===== src/rtl/rped_pkg.sv =====
`timescale 1ns / 1ps
`default_nettype none
// ----------------------------------------------------------------------------
// rped_pkg: shared types and constants
// Status codes, sequencer states and datapath widths for the exponent unit.
// ----------------------------------------------------------------------------
package rped_pkg;

    localparam int WORD_W = 32;
    localparam int CAND_W = 16;
    localparam int CNT_W  = 5;

    typedef enum logic [1:0] {
        ST_OK        = 2'd0,
        ST_NOT_PRIME = 2'd1,
        ST_NO_INV    = 2'd2
    } status_t;

    typedef enum logic [3:0] {
        S_IDLE,
        S_PR_TEST,
        S_PR_DIV,
        S_PR_NEXT,
        S_PHI,
        S_EU_INIT,
        S_EU_GO,
        S_EU_DIV,
        S_EU_MUL,
        S_FIN
    } state_t;

    // handshake between the sequencer and a serial unit
    typedef struct packed {
        logic start;
    } unit_req_t;

    typedef struct packed {
        logic done;
    } unit_rsp_t;

endpackage
`default_nettype wire


===== src/rtl/rped_serial_div.sv =====
`timescale 1ns / 1ps
`default_nettype none
// ----------------------------------------------------------------------------
// rped_serial_div: restoring divider
// One quotient bit per cycle; quotient and remainder valid with done.
// ----------------------------------------------------------------------------
module rped_serial_div (
    input  wire logic                          aclk,
    input  wire logic                          aresetn,
    input  wire rped_pkg::unit_req_t           req,
    input  wire logic [rped_pkg::WORD_W-1:0]   dividend,
    input  wire logic [rped_pkg::WORD_W-1:0]   divisor,
    output rped_pkg::unit_rsp_t                rsp,
    output logic      [rped_pkg::WORD_W-1:0]   quotient,
    output logic      [rped_pkg::WORD_W-1:0]   remainder
);
    logic [rped_pkg::WORD_W-1:0] quo_reg, quo_next;
    logic [rped_pkg::WORD_W-1:0] rem_reg, rem_next;
    logic [rped_pkg::WORD_W-1:0] dvs_reg;
    logic [rped_pkg::CNT_W-1:0]  cnt_reg;
    logic                        busy_reg, done_reg;
    logic [rped_pkg::WORD_W:0]   trial;

    always_comb begin
        trial = {rem_reg, quo_reg[rped_pkg::WORD_W-1]};
        if (trial >= {1'b0, dvs_reg}) begin
            rem_next = rped_pkg::WORD_W'(trial - {1'b0, dvs_reg});
            quo_next = {quo_reg[rped_pkg::WORD_W-2:0], 1'b1};
        end else begin
            rem_next = trial[rped_pkg::WORD_W-1:0];
            quo_next = {quo_reg[rped_pkg::WORD_W-2:0], 1'b0};
        end
    end

    always_ff @(posedge aclk) begin
        if (!aresetn) begin
            busy_reg <= 1'b0;
            done_reg <= 1'b0;
            cnt_reg  <= '0;
        end else begin
            done_reg <= busy_reg && (cnt_reg == '1);
            if (req.start) begin
                busy_reg <= 1'b1;
                cnt_reg  <= '0;
            end else if (busy_reg) begin
                cnt_reg <= cnt_reg + 1'b1;
                if (cnt_reg == '1) begin
                    busy_reg <= 1'b0;
                end
            end
        end
    end

    always_ff @(posedge aclk) begin
        if (req.start) begin
            quo_reg <= dividend;
            rem_reg <= '0;
            dvs_reg <= divisor;
        end else if (busy_reg) begin
            quo_reg <= quo_next;
            rem_reg <= rem_next;
        end
    end

    assign rsp.done  = done_reg;
    assign quotient  = quo_reg;
    assign remainder = rem_reg;

endmodule
`default_nettype wire


===== src/rtl/rped_serial_mulmod.sv =====
`timescale 1ns / 1ps
`default_nettype none
// ----------------------------------------------------------------------------
// rped_serial_mulmod: modular multiply, MSB-first double and add
// Gives k * c mod m for any 32-bit k, with c < m; one bit of k per cycle.
// ----------------------------------------------------------------------------
module rped_serial_mulmod (
    input  wire logic                          aclk,
    input  wire logic                          aresetn,
    input  wire rped_pkg::unit_req_t           req,
    input  wire logic [rped_pkg::WORD_W-1:0]   mult,
    input  wire logic [rped_pkg::WORD_W-1:0]   mcand,
    input  wire logic [rped_pkg::WORD_W-1:0]   modulus,
    output rped_pkg::unit_rsp_t                rsp,
    output logic      [rped_pkg::WORD_W-1:0]   product
);
    logic [rped_pkg::WORD_W-1:0] k_reg, c_reg, m_reg, acc_reg, acc_next;
    logic [rped_pkg::CNT_W-1:0]  cnt_reg;
    logic                        busy_reg, done_reg;
    logic [rped_pkg::WORD_W:0]   dbl, dbl_red, sum;

    always_comb begin
        dbl     = {acc_reg, 1'b0};
        dbl_red = (dbl >= {1'b0, m_reg}) ? dbl - {1'b0, m_reg} : dbl;
        sum     = dbl_red + {1'b0, c_reg};
        if (k_reg[rped_pkg::WORD_W-1]) begin
            acc_next = (sum >= {1'b0, m_reg}) ? rped_pkg::WORD_W'(sum - {1'b0, m_reg})
                                              : sum[rped_pkg::WORD_W-1:0];
        end else begin
            acc_next = dbl_red[rped_pkg::WORD_W-1:0];
        end
    end

    always_ff @(posedge aclk) begin
        if (!aresetn) begin
            busy_reg <= 1'b0;
            done_reg <= 1'b0;
            cnt_reg  <= '0;
        end else begin
            done_reg <= busy_reg && (cnt_reg == '1);
            if (req.start) begin
                busy_reg <= 1'b1;
                cnt_reg  <= '0;
            end else if (busy_reg) begin
                cnt_reg <= cnt_reg + 1'b1;
                if (cnt_reg == '1) begin
                    busy_reg <= 1'b0;
                end
            end
        end
    end

    always_ff @(posedge aclk) begin
        if (req.start) begin
            k_reg   <= mult;
            c_reg   <= mcand;
            m_reg   <= modulus;
            acc_reg <= '0;
        end else if (busy_reg) begin
            k_reg   <= {k_reg[rped_pkg::WORD_W-2:0], 1'b0};
            acc_reg <= acc_next;
        end
    end

    assign rsp.done = done_reg;
    assign product  = acc_reg;

endmodule
`default_nettype wire


===== src/rtl/rsa_private_exponent_derive_unit.sv =====
`timescale 1ns / 1ps
`default_nettype none
// ----------------------------------------------------------------------------
// rsa_private_exponent_derive_unit: RSA private exponent from p, q, e
// Trial-division prime check of p and q, phi = (p-1)(q-1), then extended
// Euclid on (phi, e) with coefficients kept mod phi.
//
//  channel | ports                                    | dir | per beat
//  s_      | s_prime_p, s_prime_q, s_public_exponent  | in  | one key request
//  m_      | m_private_exponent, m_status             | out | one result
//
// - One request at a time. Each trial divisor costs one pass of the shared
//   serial divider; each Euclid step costs a divider pass plus a serial
//   mod-multiply pass, and the last step costs only a divider pass.
// - Reset: aresetn synchronous, active low; clears sequencer and valids.
// - A result beat held by m_ready low blocks the next request from finishing,
//   not its computation; s_ready is high whenever the sequencer is idle.
// ----------------------------------------------------------------------------
module rsa_private_exponent_derive_unit #(
    parameter int PRIME_WIDTH = 16
) (
    input  wire logic        aclk,
    input  wire logic        aresetn,
    input  wire logic        s_valid,
    output logic             s_ready,
    input  wire logic [15:0] s_prime_p,
    input  wire logic [15:0] s_prime_q,
    input  wire logic [31:0] s_public_exponent,
    output logic             m_valid,
    input  wire logic        m_ready,
    output logic [31:0]      m_private_exponent,
    output logic [1:0]       m_status
);
    localparam int W  = rped_pkg::WORD_W;
    localparam int CW = rped_pkg::CAND_W;
    // candidates only use the low PRIME_WIDTH bits of the 16-bit ports
    localparam int EFF_W = (PRIME_WIDTH < CW) ? PRIME_WIDTH : CW;
    localparam logic [CW-1:0] CAND_MASK = CW'((64'd1 << EFF_W) - 64'd1);

    rped_pkg::state_t state_reg, state_next;

    // request operands
    logic [CW-1:0] p_reg, p_next, q_reg, q_next;
    logic [W-1:0]  e_reg, e_next;

    // trial division: n under test, divisor i, and i*i kept incrementally
    logic [CW-1:0] n_reg, n_next;
    logic [8:0]    i_reg, i_next;
    logic [16:0]   sq_reg, sq_next;
    logic          which_reg, which_next;

    // Euclid registers
    logic [W-1:0]  phi_reg, phi_next;
    logic [W-1:0]  a_reg, a_next, b_reg, b_next;
    logic [W-1:0]  c0_reg, c0_next, c1_reg, c1_next;
    logic [W-1:0]  quo_reg, quo_next, r_reg, r_next;

    // pending result and output register
    logic [W-1:0]  res_d_reg, res_d_next;
    logic [1:0]    res_st_reg, res_st_next;
    logic          m_valid_reg, m_valid_next;
    logic [W-1:0]  m_d_reg, m_d_next;
    logic [1:0]    m_st_reg, m_st_next;

    rped_pkg::unit_req_t div_req, mul_req;
    rped_pkg::unit_rsp_t div_rsp, mul_rsp;
    logic [W-1:0]  div_dividend, div_divisor, div_quo, div_rem;
    logic [W-1:0]  mul_prod;
    logic [W:0]    cn_wide;
    logic          mul_kick_reg;

    rped_serial_div u_div (
        .aclk      (aclk),
        .aresetn   (aresetn),
        .req       (div_req),
        .dividend  (div_dividend),
        .divisor   (div_divisor),
        .rsp       (div_rsp),
        .quotient  (div_quo),
        .remainder (div_rem)
    );

    rped_serial_mulmod u_mul (
        .aclk    (aclk),
        .aresetn (aresetn),
        .req     (mul_req),
        .mult    (quo_reg),
        .mcand   (c1_reg),
        .modulus (phi_reg),
        .rsp     (mul_rsp),
        .product (mul_prod)
    );

    // divider operands: trial division while checking primes, else Euclid
    always_comb begin
        if (state_reg == rped_pkg::S_PR_TEST || state_reg == rped_pkg::S_PR_DIV) begin
            div_dividend = W'(n_reg);
            div_divisor  = W'(i_reg);
        end else begin
            div_dividend = a_reg;
            div_divisor  = b_reg;
        end
    end

    // c0 - q*c1 mod phi
    assign cn_wide = (c0_reg >= mul_prod) ? {1'b0, c0_reg} - {1'b0, mul_prod}
                                          : {1'b0, c0_reg} + {1'b0, phi_reg} - {1'b0, mul_prod};

    always_ff @(posedge aclk) begin
        if (!aresetn) begin
            state_reg   <= rped_pkg::S_IDLE;
            m_valid_reg <= 1'b0;
        end else begin
            state_reg   <= state_next;
            m_valid_reg <= m_valid_next;
        end
    end

    always_ff @(posedge aclk) begin
        p_reg      <= p_next;
        q_reg      <= q_next;
        e_reg      <= e_next;
        n_reg      <= n_next;
        i_reg      <= i_next;
        sq_reg     <= sq_next;
        which_reg  <= which_next;
        phi_reg    <= phi_next;
        a_reg      <= a_next;
        b_reg      <= b_next;
        c0_reg     <= c0_next;
        c1_reg     <= c1_next;
        quo_reg    <= quo_next;
        r_reg      <= r_next;
        res_d_reg  <= res_d_next;
        res_st_reg <= res_st_next;
        m_d_reg    <= m_d_next;
        m_st_reg   <= m_st_next;
    end

    always_comb begin
        state_next   = state_reg;
        p_next       = p_reg;
        q_next       = q_reg;
        e_next       = e_reg;
        n_next       = n_reg;
        i_next       = i_reg;
        sq_next      = sq_reg;
        which_next   = which_reg;
        phi_next     = phi_reg;
        a_next       = a_reg;
        b_next       = b_reg;
        c0_next      = c0_reg;
        c1_next      = c1_reg;
        quo_next     = quo_reg;
        r_next       = r_reg;
        res_d_next   = res_d_reg;
        res_st_next  = res_st_reg;
        m_d_next     = m_d_reg;
        m_st_next    = m_st_reg;
        m_valid_next = m_valid_reg && !m_ready;
        div_req.start = 1'b0;
        mul_req.start = mul_kick_reg;
        s_ready      = (state_reg == rped_pkg::S_IDLE);

        unique case (state_reg)
            rped_pkg::S_IDLE: begin
                if (s_valid) begin
                    p_next     = s_prime_p & CAND_MASK;
                    q_next     = s_prime_q & CAND_MASK;
                    e_next     = s_public_exponent;
                    n_next     = s_prime_p & CAND_MASK;
                    i_next     = 9'd2;
                    sq_next    = 17'd4;
                    which_next = 1'b0;
                    state_next = rped_pkg::S_PR_TEST;
                end
            end
            rped_pkg::S_PR_TEST: begin
                if (n_reg < CW'(2)) begin
                    res_d_next  = '0;
                    res_st_next = rped_pkg::ST_NOT_PRIME;
                    state_next  = rped_pkg::S_FIN;
                end else if (sq_reg > 17'(n_reg)) begin
                    state_next = rped_pkg::S_PR_NEXT;
                end else begin
                    div_req.start = 1'b1;
                    state_next    = rped_pkg::S_PR_DIV;
                end
            end
            rped_pkg::S_PR_DIV: begin
                if (div_rsp.done) begin
                    if (div_rem == '0) begin
                        res_d_next  = '0;
                        res_st_next = rped_pkg::ST_NOT_PRIME;
                        state_next  = rped_pkg::S_FIN;
                    end else begin
                        // (i+1)^2 = i^2 + 2i + 1
                        sq_next    = sq_reg + {7'd0, i_reg, 1'b1};
                        i_next     = i_reg + 9'd1;
                        state_next = rped_pkg::S_PR_TEST;
                    end
                end
            end
            rped_pkg::S_PR_NEXT: begin
                if (!which_reg) begin
                    which_next = 1'b1;
                    n_next     = q_reg;
                    i_next     = 9'd2;
                    sq_next    = 17'd4;
                    state_next = rped_pkg::S_PR_TEST;
                end else begin
                    state_next = rped_pkg::S_PHI;
                end
            end
            rped_pkg::S_PHI: begin
                phi_next   = W'(p_reg - CW'(1)) * W'(q_reg - CW'(1));
                state_next = rped_pkg::S_EU_INIT;
            end
            rped_pkg::S_EU_INIT: begin
                if (e_reg == '0) begin
                    res_d_next  = '0;
                    res_st_next = rped_pkg::ST_NO_INV;
                    state_next  = rped_pkg::S_FIN;
                end else begin
                    a_next     = phi_reg;
                    b_next     = e_reg;
                    c0_next    = '0;
                    // 1 mod phi: zero when phi is one
                    c1_next    = (phi_reg == W'(1)) ? '0 : W'(1);
                    state_next = rped_pkg::S_EU_GO;
                end
            end
            rped_pkg::S_EU_GO: begin
                div_req.start = 1'b1;
                state_next    = rped_pkg::S_EU_DIV;
            end
            rped_pkg::S_EU_DIV: begin
                if (div_rsp.done) begin
                    if (div_rem == '0) begin
                        if (b_reg == W'(1)) begin
                            res_d_next  = c1_reg;
                            res_st_next = rped_pkg::ST_OK;
                        end else begin
                            res_d_next  = '0;
                            res_st_next = rped_pkg::ST_NO_INV;
                        end
                        state_next = rped_pkg::S_FIN;
                    end else begin
                        quo_next   = div_quo;
                        r_next     = div_rem;
                        state_next = rped_pkg::S_EU_MUL;
                    end
                end
            end
            rped_pkg::S_EU_MUL: begin
                // first cycle here the quotient is registered and the kick starts the multiply
                if (mul_rsp.done) begin
                    c0_next    = c1_reg;
                    c1_next    = cn_wide[W-1:0];
                    a_next     = b_reg;
                    b_next     = r_reg;
                    state_next = rped_pkg::S_EU_GO;
                end
            end
            rped_pkg::S_FIN: begin
                if (!m_valid_reg || m_ready) begin
                    m_valid_next = 1'b1;
                    m_d_next     = res_d_reg;
                    m_st_next    = res_st_reg;
                    state_next   = rped_pkg::S_IDLE;
                end
            end
            default: begin
                state_next = rped_pkg::S_IDLE;
            end
        endcase
    end

    // start flag for the multiply: high only on the first cycle in EU_MUL
    always_ff @(posedge aclk) begin
        if (!aresetn) begin
            mul_kick_reg <= 1'b0;
        end else begin
            mul_kick_reg <= (state_reg == rped_pkg::S_EU_DIV) && div_rsp.done
                            && (div_rem != '0);
        end
    end

    assign m_valid            = m_valid_reg;
    assign m_private_exponent = m_d_reg;
    assign m_status           = m_st_reg;

    // ------------------------------------------------------------------------
    // checks
    // ------------------------------------------------------------------------
    a_fail_zero: assert property (@(posedge aclk) disable iff (!aresetn)
        m_valid && (m_status != rped_pkg::ST_OK) |-> (m_private_exponent == '0))
        else $error("nonzero exponent with failing status");

    a_status_range: assert property (@(posedge aclk) disable iff (!aresetn)
        m_valid |-> (m_status != 2'd3))
        else $error("reserved status code");

    a_accept_starts: assert property (@(posedge aclk) disable iff (!aresetn)
        s_valid && s_ready |=> (state_reg == rped_pkg::S_PR_TEST))
        else $error("accepted request did not start trial division");

    a_units_exclusive: assert property (@(posedge aclk) disable iff (!aresetn)
        !(div_rsp.done && mul_rsp.done))
        else $error("divider and multiplier finished together");

endmodule
`default_nettype wire


===== config.mk =====
export PLATFORM = sky130hd
export DESIGN_NAME = rsa_private_exponent_derive_unit
export DESIGN_NICKNAME = d
export VERILOG_FILES = /design/src/rtl/rped_pkg.sv /design/src/rtl/rped_serial_div.sv /design/src/rtl/rped_serial_mulmod.sv /design/src/rtl/rsa_private_exponent_derive_unit.sv
export SDC_FILE = /design/constraint.sdc
export NUM_CORES = 2
export LEC_CHECK = 0
export BUFFER_PORTS_ARGS = -buffer_cell sky130_fd_sc_hd__buf_4
export CORE_MARGIN = 4
export CORE_UTILIZATION = 47
export CTS_BUF_LIST = sky130_fd_sc_hd__clkbuf_4 sky130_fd_sc_hd__clkbuf_8
export CTS_CLUSTER_SIZE = 28
export DETAILED_ROUTE_END_ITERATION = 16
export PLACE_DENSITY = 0.62
export RECOVER_POWER = 50
export SYNTH_ARGS = -nofsm -noshare
export SYNTH_HDL_FRONTEND = slang
export SYNTH_SLANG_ARGS = --single-unit

===== constraint.sdc =====
create_clock -name aclk -period 10.1 [get_ports aclk]
set_input_delay 2.02 -clock aclk [delete_from_list [all_inputs] [get_ports aclk]]
set_output_delay 2.02 -clock aclk [all_outputs]
set_load 0.01 [all_outputs]

After elaboration in Yosys (flattened, before gate mapping)
Cells that the tools add are included.

Add/subtract/negate cells: 13. $mul: 1. Magnitude comparators: 6. Equal/unequal tests: 25. Multiplexer cells: 79. Bitwise gates (word level): 2. Reductions and logical operators: 30.

Operator list (number): two-way mux 32 bit (24); one-hot mux 32 bit (2 select lines) (4); one-hot mux 32 bit (4 select lines) (1); subtractor 32 bit (4); >= comparator 33 x 32 -> 1 bit (3); two-way mux 17 bit (4); == test 32 x 1 -> 1 bit, second input constant (2); logical NOT 32 bit (2); one-hot mux 17 bit (3 select lines) (1); two-way mux 9 bit (5); one-hot mux 4 bit (10 select lines) (1); subtractor 16 x 1 -> 17 bit, second input constant (2); adder 33 x 32 -> 33 bit (1); two-way mux 33 bit (1); subtractor 33 x 32 -> 33 bit (1); adder 32 bit (1); >= comparator 32 bit (1); multiplier 17 x 17 -> 32 bit (1); two-way mux 16 bit (2); two-way mux 4 bit (8); one-hot mux 16 bit (2 select lines) (1); nonzero test 32 bit (1); one-hot mux 9 bit (3 select lines) (1); adder 17 x 10 -> 17 bit (1); other kinds (29) (83).

Bits in registers: 643. Input port bits: 68. Output and inout port bits: 36. Logic and storage cells: 191.

Depth between registers and ports, before layout
Depth after elaboration: 6. Gate-level depth with buffers: 38. Depth with buffers taken out: 35.

Hierarchy
A second synthesis with hierarchy kept.

Cells, all modules: 4756. Area total of the unflattened synthesis: 47961.0 um^2.

By module, submodules not included: rsa_private_exponent_derive_unit (times used 1, cells each 3089, area an instance 31581.5 um^2, seq. area each 12101.6 um^2); rped_serial_mulmod (times used 1, cells each 1109, area an instance 10512.6 um^2, seq. area each 3663.5 um^2); rped_serial_div (times used 1, cells each 558, area an instance 5866.9 um^2, seq. area each 2702.6 um^2).

Worst setup path before layout
No wires, ideal clock.

Path kind: register -> register. Start: register p_reg[0]. End: register phi_reg[31] (data pin). Library setup time: 260 ps. Arrival time: 8024 ps. Required time: 9840 ps. Slack: 1817 ps. Stages on the path, launching flop included: 33. Cell sequence: edfxtp_1 -> inv_1 -> ha_1 -> nand2_1 -> or3_1 -> clkbuf_1 -> nor2_1 -> nand2_1 -> or3_1 -> xnor2_1 -> nand2_1 -> fa_1 -> inv_1 -> fa_1 -> inv_1 -> fa_1 -> inv_1 -> fa_1 -> inv_1 -> fa_1 -> inv_1 -> fa_1 -> ha_1 -> a211o_1 -> a31oi_1 -> nor2b_1 -> o21a_1 -> a211oi_1 -> o21ai_0 -> a21oi_1 -> o2111ai_1 -> a221o_1 -> xnor2_1.

Cells in the longest elaborated chain, start to end: 2.

Ends and longest elaborated chain: start: declaration (RTL line rsa_private_exponent_derive_unit.sv:43) `logic [CW-1:0] p_reg, p_next, q_reg, q_next;`; start signal: assignment (RTL line rsa_private_exponent_derive_unit.sv:120) `p_reg <= p_next;`; subtractor 16 x 1 -> 17 bit (RTL line rsa_private_exponent_derive_unit.sv:216) `phi_next = W'(p_reg - CW'(1)) * W'(q_reg - CW'(1));`; multiplier 17 x 17 -> 32 bit (RTL line rsa_private_exponent_derive_unit.sv:216); end signal: assignment (RTL line rsa_private_exponent_derive_unit.sv:127) `phi_reg <= phi_next;`; end: declaration (RTL line rsa_private_exponent_derive_unit.sv:53) `logic [W-1:0] phi_reg, phi_next;`.

Every way passes these cells. A chain may end at the register's enable or synchronous reset.

Worst setup path in the final report
Start: register p_reg[2]. End: register phi_reg[31] (data pin).

Same word-level chain as after synthesis.

==> results.cfg <==
[run_status]
status = complete, but fails checks
violations = antenna violations, max-capacitance violations, max-slew violations

[clock_tree]
clock_latency_ns = 0.79
cts.sinks = 643
h-tree-depth = 3
numCtsBuffers = 110
cts.repair.resized = 0
cts_root_buf = clkbuf_8
hold_buffers = 0
post_cts_buffers = 0
clockBufferDepth = 3
cts_tree = built
path_clk_slew_ns = 0.06

[routing]
routed_wl_um = 128700
first_pass_iters = 5
route.met3.wl_um = 9430
dr_wl_met2_um = 55540
detail_route.wl_per_cell_um = 20.97
dr_total_vias = 34290
vias_per_cell = 5.586
drt_iter0_markers = 3189
ant_nets = 1
dr.max_layer_used = met5
drc = 0
met1_length_um = 59700

[floorplanning]
fp-row-count = 115
io_pins = 104
die_h_um = 323.5
start_util = 0.4748
core_mm2 = 0.09856
die_area_mm2 = 0.1047
die_x_um = 323.5

[layout]
drive_above_1_share = 0.08815
syn2layout_area_growth_pct = 10.22
fin_nets = 5443

[sta]
fmax_mhz = 113.1
finalSetupViolCount = 0
hold_viol = 0
slew_headroom = -1.907
finalSetupTns_ns = 0
rsz0062_at_grt = no
tightest_slew_ns = 4.360
period_share = 0.8750
report.final.slew_viol_count = 602
whs_ns = 0.4161
min_period_ns = 8.838
skew_ns = 0.06015

[logic_synthesis]
ys_ff_latch = 643
synthArstFlopShare = 0
synth_cell_type_count = 90
syn_nets = 5290
ys.flop_type = edfxtp_1
synth-edff-count = 559
ys_seq_area_frac = 0.3947
syn_avg_cell_area_um2 = 10.18
yosysWarnings = 0
synthesis.area_mm2 = 0.04679
synth_cells = 4598

[grt]
grt_pass1_wl_um = 200100
grt_pass1_vias = 34137
track_usage = 0.2477
antenna_found_initial = 4
grt_overflow = 0
grt_max_degree = 98

[setup_path]
worst-setup-path-type = flop to flop
r2r_start = p_reg[2]$_DFFE_PP_
crit_required_ns = 10.60
worst_path_dominant_cell_family = adder cells
r2r_cells = 29
critPathLaunchType = flop
worst-path-buf-inv = 5
timing.critical_path.from = p_reg[2]$_DFFE_PP_
crit_top_cell = fa_1
rrSetupSlack_ns = 1.26
crit_cells = 29
path_max_fanout = 8
worstReg2RegEnd = phi_reg[31]$_DFFE_PP_
cp_slowest_cell = fa_1
cpPeakStageDelay_ns = 0.57
worstPathArrival_ns = 9.33
endpoint_kind = flop
worstSetupEndpoint = phi_reg[31]$_DFFE_PP_

[flow_run]
maxCapViolCount = 12

[placement]
hpwl_um = 99310
place_congestion = 0.9790
io_buffer_count = 103

[hold_path]
hp-class = flop to flop
[layer usage]
layer / vias to the layer above / global-route usage
li1: 16150 / -
met1: 16645 / 0.3702
met3: 195 / 0.03475
met4: 2 / 0.07894
met2: 1298 / 0.3744
met5: - / 0
[kinds of logic after synthesis]
kind of cell    Yosys count  share of synthesized area
mux                      97                    0.02184
fa+ha+maj               624                     0.2180
flops                   643                     0.3947
simple gates           1357                     0.1346
buf+inv                 729                    0.05963
xor+xnor                265                    0.04976
compound gates          883                     0.1215
[cell type report]
class | instances | area (um^2)
diodes | 8 | 20.02
flip-flops and latches | 643 | 18470
inverters | 602 | 2260
clock buffers | 158 | 1962
well taps | 1287 | 1610
clock inverters | 47 | 514.2
fillers | 8872 | 46990
repair buffers | 168 | 1152
multi-input cells | 3226 | 25590
[worst min-delay path by stage]
| stage | cells past startpoint | startpoint | to | slack [ns] |
|---|---|---|---|---|
| 4_1_cts | 0 | res_d_reg[24]$_SDFFCE_PN0P_ | m_private_exponent[24]$_DFFE_PP_ | 0.42 |
| 5_1_grt | 0 | res_d_reg[11]$_SDFFCE_PN0P_ | m_private_exponent[11]$_DFFE_PP_ | 0.42 |
| 3_5_place_dp | 0 | res_d_reg[26]$_SDFFCE_PN0P_ | m_private_exponent[26]$_DFFE_PP_ | 0.40 |
| 3_3_place_gp | 0 | res_d_reg[19]$_SDFFCE_PN0P_ | m_private_exponent[19]$_DFFE_PP_ | 0.40 |
| 6_report | 0 | res_d_reg[11]$_SDFFCE_PN0P_ | m_private_exponent[11]$_DFFE_PP_ | 0.42 |
| 2_1_floorplan | 0 | res_d_reg[0]$_SDFFCE_PN0P_ | m_private_exponent[0]$_DFFE_PP_ | 0.40 |
[layout by cell type, fill, tap and decap left out, types with 37 or more instances in the layout]
cell type  instances
inv_1            600
nand2b_1          52
clkbuf_4          84
a21o_1            93
nand4_1           43
mux2i_1           56
a21oi_1          232
a211oi_1          39
nor3_1            55
mux2_2            41
fa_1             319
xor2_1            95
edfxtp_1         559
o21a_1            48
clkbuf_8         124
o21ai_0          224
nor2b_1           37
dfxtp_1           83
ha_1             305
nor2_1           359
nand2_1          491
nor4_1            40
buf_4             89
and2_1            71
and3_1            49
nand3_1           74
xnor2_1          169
[synth_stat cells (55+ instances only)]
| master | count | area share |
|---|---|---|
| a21o_1 | 93 | 0.015 |
| a21oi_1 | 234 | 0.025 |
| and2_1 | 83 | 0.011 |
| clkbuf_1 | 101 | 0.0081 |
| dfxtp_1 | 84 | 0.036 |
| edfxtp_1 | 559 | 0.36 |
| fa_1 | 319 | 0.14 |
| ha_1 | 305 | 0.082 |
| inv_1 | 602 | 0.048 |
| mux2i_1 | 56 | 0.012 |
| nand2_1 | 493 | 0.040 |
| nand3_1 | 74 | 0.0079 |
| nor2_1 | 359 | 0.029 |
| nor3_1 | 55 | 0.0059 |
| o21ai_0 | 223 | 0.024 |
| xnor2_1 | 169 | 0.032 |
| xor2_1 | 95 | 0.018 |
[stage by stage]
stage	util	worst slack [ns]	area (um^2)	cells
finish	0.5233	1.262	51580	6139
global route	0.5231	0.6156	51560	6133
CTS	0.5246	1.229	51700	6131
detailed placement	0.4995	1.240	49230	5926
global placement	0.4995	1.373	49230	5926
floorplan	-	1.817	46790	4598
Power is left out: the tool's default activity adds up to more than one toggle a clock period on the data nets, which glitch-free logic cannot reach.
